### config.mk
export PLATFORM = sky130hd
export DESIGN_NAME = sync_framed_packet_receiver_top
export DESIGN_NICKNAME = d
export VERILOG_FILES = /design/src/hdl/sfpr_pkg.sv /design/src/hdl/sfpr_in_stage.sv /design/src/hdl/sfpr_core.sv /design/src/hdl/sfpr_out_stage.sv /design/src/hdl/sync_framed_packet_receiver_top.sv
export SDC_FILE = /design/constraint.sdc
export NUM_CORES = 1
export LEC_CHECK = 0
export BUFFER_PORTS_ARGS = -buffer_cell sky130_fd_sc_hd__buf_2
export CELL_PAD_IN_SITES_DETAIL_PLACEMENT = 2
export CELL_PAD_IN_SITES_GLOBAL_PLACEMENT = 2
export CORE_MARGIN = 2
export CORE_UTILIZATION = 41
export DETAILED_ROUTE_END_ITERATION = 6
export PLACE_DENSITY = 0.82
export SYNTH_ARGS = -nofsm -noshare
export SYNTH_HDL_FRONTEND = slang
export SYNTH_HIERARCHICAL = 1
export SYNTH_SLANG_ARGS = --single-unit
### constraint.sdc
create_clock -name clock -period 19.2 [get_ports clock]
set_clock_uncertainty 0.15 [all_clocks]
set_input_delay 3.84 -clock clock [delete_from_list [all_inputs] [get_ports clock]]
set_output_delay 3.84 -clock clock [all_outputs]
set_load 0.1 [all_outputs]
### src/hdl/sfpr_pkg.sv
// ---------------------------------------------------------------------------
// sfpr_pkg
// shared types and constants of the sync framed packet receiver
// ---------------------------------------------------------------------------
package sfpr_pkg;

   localparam int GROUP_LEN_DEF    = 9;
   localparam int BUFFER_BYTES_DEF = 2048;

   localparam int BYTE_W  = 8;
   localparam int CNT_W   = 12;
   localparam int CNT_W1  = CNT_W + 1;
   localparam int BIDX_W  = 11;
   localparam int ID_W    = 24;
   localparam int SPOS_W  = 4;
   localparam int HPOS_W  = 3;

   localparam logic [BYTE_W-1:0] SYNC_BASE = 8'd69;
   localparam logic [SPOS_W-1:0] SYNC_LAST = 4'd8;
   localparam logic [HPOS_W-1:0] HDR_ID_LAST = 3'd3;

   typedef enum logic [1:0] {
      EV_NONE  = 2'd0,
      EV_DATA  = 2'd1,
      EV_DONE  = 2'd2,
      EV_ERROR = 2'd3
   } event_kind_type;

   typedef enum logic [2:0] {
      ERR_BUFFER_FULL = 3'd0,
      ERR_BEYOND_SIZE = 3'd1,
      ERR_END_LENGTH  = 3'd2,
      ERR_MARKER      = 3'd3,
      ERR_CHECKSUM    = 3'd4
   } err_code_type;

   typedef struct packed {
      err_code_type        error_code;
      logic [ID_W-1:0]     message_id;
      logic [BYTE_W-1:0]   message_type;
      logic [BIDX_W-1:0]   packet_length;
      logic [BIDX_W-1:0]   byte_index;
      logic [BYTE_W-1:0]   data_byte;
   } rsp_data_type;

   typedef struct packed {
      event_kind_type event_kind;
      rsp_data_type   data;
   } rsp_item_type;

   localparam int RSP_DATA_W  = $bits(rsp_data_type);
   localparam int RSP_TDATA_W = ((RSP_DATA_W + 7) / 8) * 8;
   localparam int RSP_TUSER_W = $bits(event_kind_type);

endpackage

### src/hdl/sfpr_in_stage.sv
// ---------------------------------------------------------------------------
// sfpr_in_stage
// input register holding one received byte until the core takes it
// ---------------------------------------------------------------------------
module sfpr_in_stage (
   input  logic                       clock,
   input  logic                       reset,
   input  logic                       req_tvalid,
   output logic                       req_tready,
   input  logic [sfpr_pkg::BYTE_W-1:0] req_tdata,
   input  logic                       advance,
   output logic                       in_valid,
   output logic [sfpr_pkg::BYTE_W-1:0] in_byte
);
   import sfpr_pkg::*;

   logic              valid_ff, valid_in;
   logic [BYTE_W-1:0] byte_ff, byte_in;
   logic              take;

   assign req_tready = !valid_ff || advance;
   assign take       = req_tvalid && req_tready;

   always_comb begin
      valid_in = valid_ff;
      byte_in  = byte_ff;
      if (take) begin
         valid_in = 1'b1;
         byte_in  = req_tdata;
      end else if (advance) begin
         valid_in = 1'b0;
      end
   end

   always_ff @(posedge clock) begin
      if (reset) begin
         valid_ff <= 1'b0;
      end else begin
         valid_ff <= valid_in;
      end
      byte_ff <= byte_in;
   end

   assign in_valid = valid_ff;
   assign in_byte  = byte_ff;

endmodule

### src/hdl/sfpr_core.sv
// ---------------------------------------------------------------------------
// sfpr_core
// sync hunt, header capture and data group checking, one byte per cycle while fire is set
// ---------------------------------------------------------------------------
module sfpr_core #(
   parameter int GROUP_LEN    = sfpr_pkg::GROUP_LEN_DEF,
   parameter int BUFFER_BYTES = sfpr_pkg::BUFFER_BYTES_DEF
) (
   input  logic                        clock,
   input  logic                        reset,
   input  logic                        fire,
   input  logic [sfpr_pkg::BYTE_W-1:0] rx_byte,
   output sfpr_pkg::rsp_item_type      result
);
   import sfpr_pkg::*;

   localparam int GW = $clog2(GROUP_LEN);
   localparam logic [GW-1:0]     GRP_LAST  = GW'(GROUP_LEN - 1);
   localparam logic [CNT_W1-1:0] BUF_LIMIT = CNT_W1'(BUFFER_BYTES);

   typedef enum logic [2:0] {
      PH_WAIT   = 3'b001,
      PH_HEADER = 3'b010,
      PH_DATA   = 3'b100
   } phase_type;

   phase_type         phase_ff, phase_in;
   logic [SPOS_W-1:0] sync_pos_ff, sync_pos_in;
   logic [HPOS_W-1:0] hdr_pos_ff, hdr_pos_in;
   logic [CNT_W-1:0]  limit_ff, limit_in;
   logic [ID_W-1:0]   id_ff, id_in;
   logic [BYTE_W-1:0] type_ff, type_in;
   logic [CNT_W-1:0]  total_ff, total_in;
   logic [CNT_W-1:0]  payload_ff, payload_in;
   logic [BYTE_W-1:0] sum_ff, sum_in;
   logic              end_ff, end_in;
   logic [GW-1:0]     grp_ff, grp_in;

   logic              sync_hit;
   logic              err;
   err_code_type      code;

   assign sync_hit = (rx_byte == (SYNC_BASE + {4'b0, sync_pos_ff}));

   always_comb begin
      phase_in    = phase_ff;
      sync_pos_in = sync_pos_ff;
      hdr_pos_in  = hdr_pos_ff;
      limit_in    = limit_ff;
      id_in       = id_ff;
      type_in     = type_ff;
      total_in    = total_ff;
      payload_in  = payload_ff;
      sum_in      = sum_ff;
      end_in      = end_ff;
      grp_in      = grp_ff;
      err         = 1'b0;
      code        = ERR_BUFFER_FULL;
      result      = '0;
      result.event_kind = EV_NONE;

      if (sync_hit && (sync_pos_ff == SYNC_LAST)) begin
         sync_pos_in = '0;
         hdr_pos_in  = '0;
         total_in    = '0;
         payload_in  = '0;
         end_in      = 1'b0;
         grp_in      = '0;
         phase_in    = PH_HEADER;
      end else begin
         sync_pos_in = sync_hit ? sync_pos_ff + 1'b1 : '0;
         case (phase_ff)
            PH_HEADER: begin
               if (hdr_pos_ff == '0) begin
                  limit_in   = CNT_W'(rx_byte) * CNT_W'(GROUP_LEN);
                  hdr_pos_in = hdr_pos_ff + 1'b1;
               end else if (hdr_pos_ff <= HDR_ID_LAST) begin
                  id_in      = {id_ff[ID_W-BYTE_W-1:0], rx_byte};
                  hdr_pos_in = hdr_pos_ff + 1'b1;
               end else begin
                  type_in    = rx_byte;
                  total_in   = '0;
                  payload_in = '0;
                  sum_in     = '0;
                  grp_in     = '0;
                  phase_in   = PH_DATA;
               end
            end
            PH_DATA: begin
               if ({1'b0, payload_ff} >= BUF_LIMIT) begin
                  err  = 1'b1;
                  code = ERR_BUFFER_FULL;
               end else if (total_ff >= limit_ff) begin
                  err  = 1'b1;
                  code = ERR_BEYOND_SIZE;
               end else if (grp_ff == GRP_LAST) begin
                  // checksum byte
                  if (rx_byte[6]) begin
                     if (({1'b0, total_ff} + 1'b1) != {1'b0, limit_ff}) begin
                        err  = 1'b1;
                        code = ERR_END_LENGTH;
                     end else begin
                        end_in = 1'b1;
                     end
                  end
                  if (!err) begin
                     if (!rx_byte[7]) begin
                        err  = 1'b1;
                        code = ERR_MARKER;
                     end else if (rx_byte[5:0] != sum_ff[5:0]) begin
                        err  = 1'b1;
                        code = ERR_CHECKSUM;
                     end else begin
                        sum_in = '0;
                     end
                  end
               end else begin
                  sum_in                 = sum_ff + rx_byte;
                  result.event_kind      = EV_DATA;
                  result.data.data_byte  = rx_byte;
                  result.data.byte_index = payload_ff[BIDX_W-1:0];
                  payload_in             = payload_ff + 1'b1;
               end

               if (err) begin
                  result                  = '0;
                  result.event_kind       = EV_ERROR;
                  result.data.message_type = type_ff;
                  result.data.message_id   = id_ff;
                  result.data.error_code   = code;
                  sum_in                  = '0;
                  phase_in                = PH_WAIT;
               end else begin
                  total_in = total_ff + 1'b1;
                  grp_in   = (grp_ff == GRP_LAST) ? '0 : grp_ff + 1'b1;
                  if (end_in) begin
                     result                    = '0;
                     result.event_kind         = EV_DONE;
                     result.data.packet_length = payload_in[BIDX_W-1:0];
                     result.data.message_type  = type_ff;
                     result.data.message_id    = id_ff;
                     phase_in                  = PH_WAIT;
                  end
               end
            end
            default: begin
            end
         endcase
      end
   end

   always_ff @(posedge clock) begin
      if (reset) begin
         phase_ff    <= PH_WAIT;
         sync_pos_ff <= '0;
         hdr_pos_ff  <= '0;
         limit_ff    <= '0;
         id_ff       <= '0;
         type_ff     <= '0;
         total_ff    <= '0;
         payload_ff  <= '0;
         sum_ff      <= '0;
         end_ff      <= 1'b0;
         grp_ff      <= '0;
      end else if (fire) begin
         phase_ff    <= phase_in;
         sync_pos_ff <= sync_pos_in;
         hdr_pos_ff  <= hdr_pos_in;
         limit_ff    <= limit_in;
         id_ff       <= id_in;
         type_ff     <= type_in;
         total_ff    <= total_in;
         payload_ff  <= payload_in;
         sum_ff      <= sum_in;
         end_ff      <= end_in;
         grp_ff      <= grp_in;
      end
   end

endmodule

### src/hdl/sfpr_out_stage.sv
// ---------------------------------------------------------------------------
// sfpr_out_stage
// result register driving the response stream
// ---------------------------------------------------------------------------
module sfpr_out_stage (
   input  logic                             clock,
   input  logic                             reset,
   input  logic                             load,
   input  sfpr_pkg::rsp_item_type           item,
   output logic                             rsp_tvalid,
   input  logic                             rsp_tready,
   output logic [sfpr_pkg::RSP_TDATA_W-1:0] rsp_tdata,
   output logic [sfpr_pkg::RSP_TUSER_W-1:0] rsp_tuser
);
   import sfpr_pkg::*;

   logic         valid_ff, valid_in;
   rsp_item_type item_ff, item_in;

   always_comb begin
      valid_in = valid_ff;
      item_in  = item_ff;
      if (load) begin
         valid_in = 1'b1;
         item_in  = item;
      end else if (rsp_tready) begin
         valid_in = 1'b0;
      end
   end

   always_ff @(posedge clock) begin
      if (reset) begin
         valid_ff <= 1'b0;
      end else begin
         valid_ff <= valid_in;
      end
      item_ff <= item_in;
   end

   assign rsp_tvalid = valid_ff;
   assign rsp_tdata  = RSP_TDATA_W'(item_ff.data);
   assign rsp_tuser  = item_ff.event_kind;

endmodule

### src/hdl/sync_framed_packet_receiver_top.sv
// ---------------------------------------------------------------------------
// sync_framed_packet_receiver_top
// byte stream receiver for sync framed packets with grouped checksums
// ---------------------------------------------------------------------------
// req channel: one received byte per word on req_tdata[7:0]
// rsp channel: one result word per received byte; rsp_tuser is the event
//   kind (none, data byte, packet complete, packet error), rsp_tdata holds
//   data byte, index, length, type, id and error code
// a packet starts after the sync run 69..77, then five header bytes, then
//   groups of payload bytes closed by a checksum byte
// path: a taken byte waits in the input register, and its result then in the
//   result register until the receiver takes it
// throughput: one byte per cycle unless rsp stalls, set by the single pass
//   from input register to result register, all state updated in that cycle
// reset: synchronous, clears both stage valids and returns to sync hunt
// rsp stall: the result register holds, the input register keeps or takes
//   one byte, then req_tready stays low until the receiver takes the result
// ---------------------------------------------------------------------------
module sync_framed_packet_receiver_top #(
   parameter int GROUP_LEN    = sfpr_pkg::GROUP_LEN_DEF,
   parameter int BUFFER_BYTES = sfpr_pkg::BUFFER_BYTES_DEF
) (
   input  logic                             clock,
   input  logic                             reset,
   input  logic                             req_tvalid,
   output logic                             req_tready,
   // rx_byte
   input  logic [sfpr_pkg::BYTE_W-1:0]      req_tdata,
   output logic                             rsp_tvalid,
   input  logic                             rsp_tready,
   // data_byte, byte_index, packet_length, message_type, message_id,
   // error_code, zero fill
   output logic [sfpr_pkg::RSP_TDATA_W-1:0] rsp_tdata,
   // event_kind
   output logic [sfpr_pkg::RSP_TUSER_W-1:0] rsp_tuser
);
   import sfpr_pkg::*;

   logic              in_valid;
   logic [BYTE_W-1:0] in_byte;
   logic              advance;
   rsp_item_type      item;

   assign advance = in_valid && (!rsp_tvalid || rsp_tready);

   sfpr_in_stage u_in (
      .clock      (clock),
      .reset      (reset),
      .req_tvalid (req_tvalid),
      .req_tready (req_tready),
      .req_tdata  (req_tdata),
      .advance    (advance),
      .in_valid   (in_valid),
      .in_byte    (in_byte)
   );

   sfpr_core #(
      .GROUP_LEN    (GROUP_LEN),
      .BUFFER_BYTES (BUFFER_BYTES)
   ) u_core (
      .clock   (clock),
      .reset   (reset),
      .fire    (advance),
      .rx_byte (in_byte),
      .result  (item)
   );

   sfpr_out_stage u_out (
      .clock      (clock),
      .reset      (reset),
      .load       (advance),
      .item       (item),
      .rsp_tvalid (rsp_tvalid),
      .rsp_tready (rsp_tready),
      .rsp_tdata  (rsp_tdata),
      .rsp_tuser  (rsp_tuser)
   );

endmodule

Word level (Yosys, flattened, before mapping)

Index checks and enable logic that the tools add are counted.

Register bits: 168
Input bits: 12
Logic and storage cells: 170

$add $sub $neg: 8
Multipliers: 1
Order comparisons: 3
Eq/ne operators: 21
Multiplexer cells: 82
Bitwise operators: 5
Reduce and logical (&&, ||, !) cells: 28

Operators with widths:

| operator                                                            | number |
|---|---|
| 67-bit 2-to-1 mux                                                   | 2 |
| 12-bit 2-to-1 mux                                                   | 8 |
| 8-bit 2-to-1 mux                                                    | 9 |
| 19-bit 2-to-1 mux                                                   | 3 |
| 3-bit 2-to-1 mux                                                    | 16 |
| 12-bit one-hot mux with 2 select lines                              | 2 |
| 1-bit 2-to-1 mux                                                    | 29 |
| 4-bit 2-to-1 mux                                                    | 7 |
| 12-bit by 1-bit adder with 12-bit output, second input constant     | 2 |
| 5-bit AND reduction                                                 | 4 |
| 3-bit by 2-bit != test with 1-bit output, second input constant     | 6 |
| 8-bit one-hot mux with 2 select lines                               | 1 |
| 12-bit by 1-bit adder with 13-bit output, second input constant     | 1 |
| 13-bit by 12-bit != test with 1-bit output                          | 1 |
| 12-bit greater-or-equal comparator                                  | 1 |
| 12-bit greater-or-equal comparator, second input constant           | 1 |
| 8-bit by 4-bit multiplier with 12-bit output, second input constant | 1 |
| 4-bit != test, second input constant                                | 3 |
| 10-bit AND reduction                                                | 1 |
| 2-bit nonzero test                                                  | 5 |
| 4-bit by 1-bit adder with 4-bit output, second input constant       | 2 |
| 7-bit by 4-bit adder with 8-bit output, first input constant        | 1 |
| 8-bit adder                                                         | 1 |
| 4-bit equality test, second input constant                          | 2 |
| other kinds (25)                                                    | 39 |

Longest topological paths before layout

Depth after elaboration: 18
Gate-level depth with buffers: 12

By module

Netlist, hierarchy kept.

Modules (own cells, without submodules):

| module                          | instances | cells an instance | area each (um2) | seq. area each (um2) |
|---|---|---|---|---|
| sfpr_core                       | 1         | 695               | 5754.3          | 1781.7 |
| sfpr_out_stage                  | 1         | 79                | 2107.0          | 2031.9 |
| sfpr_in_stage                   | 1         | 13                | 295.3           | 260.2 |
| sync_framed_packet_receiver_top | 1         | 2                 | 11.3            | 0.0 |

Worst setup path after synthesis

OpenSTA, ideal clock, no wires.

Kind: input to output
From: input rsp_tready
To: output req_tready
Arrival: 8.188 ns
Slack: 7.022 ns
Cell stages on the path: 3
Cells stage by stage: inv_1 a21boi_1 nand2b_4

Cells in the longest elaborated chain, start to end: 3

Ends and longest elaborated chain:

| what              | line                                  | RTL |
|---|---|---|
| start, declared   | sync_framed_packet_receiver_top.sv:30 | `input logic rsp_tready,` |
| 1-bit logical OR  | sync_framed_packet_receiver_top.sv:44 | `assign advance = in_valid && (!rsp_tvalid \|\| rsp_tready);` |
| 1-bit logical AND | sync_framed_packet_receiver_top.sv:44 |  |
| via advance       | sync_framed_packet_receiver_top.sv:41 | `logic advance;` |
| 1-bit logical OR  | sfpr_in_stage.sv:21                   | `assign req_tready = !valid_ff \|\| advance;` |
| end, declared     | sync_framed_packet_receiver_top.sv:26 | `output logic req_tready,` |

The timed path passes the listed nets, and every way through them passes these cells.

Worst setup path in the final report

Ends and elaborated chain as after synthesis.

==> impl_metrics.yaml <==
hold_path:
  holdCritPathClass: "reg -> reg"
  hold_depth: 2
  whs_endpoint: "u_core/phase_ff[1]"
  hp-start: "u_core/phase_ff[1]"
grt:
  grt_pass1_vias: 7140
  grt_pass1_wl_mm: 38.9
  grt_usage: 0.234
  antenna_found_initial: 0
  grt_max_degree: 90
  overflow: 0
drt:
  dr_wl_met3_um: 796
  drt-total-wl_mm: 23.9
  drt_iter0_drc: 303
  met1_length_mm: 9.71
  antenna_left: 0
  drcViolationCount: 0
  dr.max_layer_used: "met4"
  met2RoutedLength_mm: 12.9
  dr_total_vias: 6317
  via_per_inst: 5.57
  wl_per_cell_um: 21.0
  drt_pass1_iterations: 4
run_status:
  status: "finished clean"
timing:
  min_period_over_period: 0.500
  setup_tns_ns: 0
  slew_viol_final: 0
  slew_headroom: 0.226
  rsz0062_at_grt: "false"
  setup_viol: 0
  hold_viol_final: 0
  max_freq_mhz: 104
  tightest_slew_ns: 1.16
  layout_min_cycle_time_ns: 9.59
synthesis:
  synth_seq_cells: 166
  syn_area_mm2: 0.00817
  syn_area_per_cell_um2: 10.4
  synth_largest_area_cell: "edfxtp_1"
  synth_edf_count: 75
  netlist-cell-type-count: 72
  ys.flop_type: "dfxtp_1"
  yosys_warnings: 6
  synth_top_area_frac: 0.276
  seq_area_frac_synth: 0.499
  ys_async_sr_fraction: 0
  synthTopCellsByArea: "edfxtp_1 28%, dfxtp_1 22%, ha_1 5.8%"
  synth_cells: 789
cts:
  path_clk_slew_ns: 0.06
  clock_sinks: 166
  postCtsSetupBuffers: 0
  cts_resized: 0
  cts_max_path_buffers: 2
  postCtsHoldBufs: 0
  cts_made_buffers: 17
  cts_root_buffer: "clkbuf_16"
  ctsHtreeMaxLevel: 4
  cts_tree: "done"
  insertion_delay_ns: 0.45
worst_setup_path:
  reg2reg_depth: 11
  path_delay_family: "buffers and inverters"
  r2r_end: "u_core/grp_ff[0]"
  r2r_setup_slack_ns: 15.09
  slowest_stage: "buf_4"
  worstSetupEndpointType: "primary output"
  crit_path_frequent_cell: "buf_2"
  crit_chain: "buf_2 -> inv_1 -> a21boi_4 -> buf_4 -> nand2b_4 -> buf_2"
  cp_max_fo: 75
  path_buf_inv: 4
  reg2reg_from: "u_in/in_valid"
  critPathArrivalTime_ns: 5.60
  critPathRequiredTime_ns: 15.21
  critPathKind: "in -> out"
  critPathMaxStageDelay_ns: 0.72
  startpoint_type: "input port"
placement:
  place.gp.congestion: 0.801
  numPortBuffers: 80
  hpwl_mm: 16.0
pwr:
  leakage_nw: 3.55
  power_density_mw_per_mm2: 89.4
  p_total_uw: 839
  ir_drop_v: 0.0000661
cells_and_area:
  drive_gt1_frac: 0.162
  fin_util: 0.480
  antennaDiodeCount: 0
  nNetsFinal: 909
  area_growth_pct: 14.8
  fillers: 2107
  layout_commonest_cell: "dfxtp_1"
  layout_common_cells: "91 x dfxtp_1, 89 x nor2_1, 80 x buf_2"
floorplan:
  start_util: 0.418
  die_w_um: 145
  die_y_um: 145
  boundaryPins: 88
  rows: 51
  dieArea_mm2: 0.0211
  coreArea_mm2: 0.0195
flow_run:
  maxCapViolations: 0
## layout make-up
type / instances / area, um2 / area share
flip-flops and latches: 166 / 4070 / 0.434
multi-input cells: 547 / 3780 / 0.403
repair buffers: 87 / 453 / 0.0483
clock buffers: 17 / 425 / 0.0454
well taps: 265 / 332 / 0.0353
clock inverters: 15 / 175 / 0.0187
inverters: 38 / 143 / 0.0152
## through the flow
stage / worst slack, ns / cell area (um2) / cells / hold slack (ns)
2_1_floorplan: 7.02 / 8190 / 795 / 0.284
3_3_place_gp: 9.70 / 8780 / 1103 / 0.304
3_5_place_dp: 9.53 / 8780 / 1103 / 0.332
4_1_cts: 9.53 / 9380 / 1135 / 0.347
5_1_grt: 9.47 / 9380 / 1135 / 0.389
6_report: 9.61 / 9380 / 1135 / 0.348
## synthesized netlist by cell type (7+ instances only)
cell,count
nor2_1,89
o311ai_0,8
nor4_1,7
buf_2,12
buf_4,7
and2_1,51
nand2_1,30
o31ai_1,10
nand4_1,10
nand3_1,12
o21ai_0,20
and3_1,9
edfxtp_1,75
a21o_1,11
a21oi_1,38
clkbuf_1,25
a22oi_1,9
dfxtp_1,91
nor3_1,12
nand2b_1,8
nand3b_1,10
inv_1,37
xnor2_1,18
ha_1,38
mux2i_1,40
xor2_1,17
## per-layer routing
metal / up-vias / GRT usage
li1: 2961 / -
met1: 3214 / 0.266
met2: 110 / 0.435
met3: 32 / 0.0450
met4: 0 / 0.0858
met5: - / 0
## worst register-to-register path, delay by kind of cell (launching register included)
family | cells | cell delay, ns
buffers and inverters | 4 | 1.56
AND/OR/NAND/NOR | 4 | 1.47
AO/OA/AOI/OAI | 3 | 0.46
flip-flops | 1 | 0.39
## logic make-up after synthesis
logic type / count (synthesis) / synth area share
flip-flops: 166 / 0.499
other: 1 / 0.000459
buffers and inverters: 82 / 0.0427
adder cells (fa/ha/maj): 40 / 0.0631
AND/OR/NAND/NOR: 273 / 0.177
multiplexers: 40 / 0.0490
AO/OA/AOI/OAI: 152 / 0.131
XOR/XNOR: 35 / 0.0375
## sequential cells by signal (all words and copies together), names as in the netlist
signal / cells
u_in/in_byte: 8
u_core/total_ff: 12
u_in/in_valid: 1
u_core/end_ff: 1
u_core/type_ff: 8
u_core/sum_ff: 6
u_core/grp_ff: 4
u_core/phase_ff: 3
u_core/hdr_pos_ff: 3
u_core/sync_pos_ff: 4
u_core/limit_ff: 12
u_out/rsp_tvalid: 1
u_out/rsp_tuser: 2
u_core/payload_ff: 12
u_out/rsp_tdata: 65
u_core/id_ff: 24
## worst max-delay path by stage
stage               cells after the start  startpoint          to  slack (ns)
global placement                        6  rsp_tready  req_tready        9.70
CTS                                     6  rsp_tready  req_tready        9.53
detailed placement                      6  rsp_tready  req_tready        9.53
finish                                  6  rsp_tready  req_tready        9.61
global route                            6  rsp_tready  req_tready        9.47
floorplan                               3  rsp_tready  req_tready        7.02
## report_power, final
part	total [mW]	switching (mW)	internal (mW)
clock	0.345	0.169	0.176
combinational	0.107	0.0925	0.0141
sequential	0.387	0.00707	0.379
No activity file was read; power rests on OpenSTA's default activity.
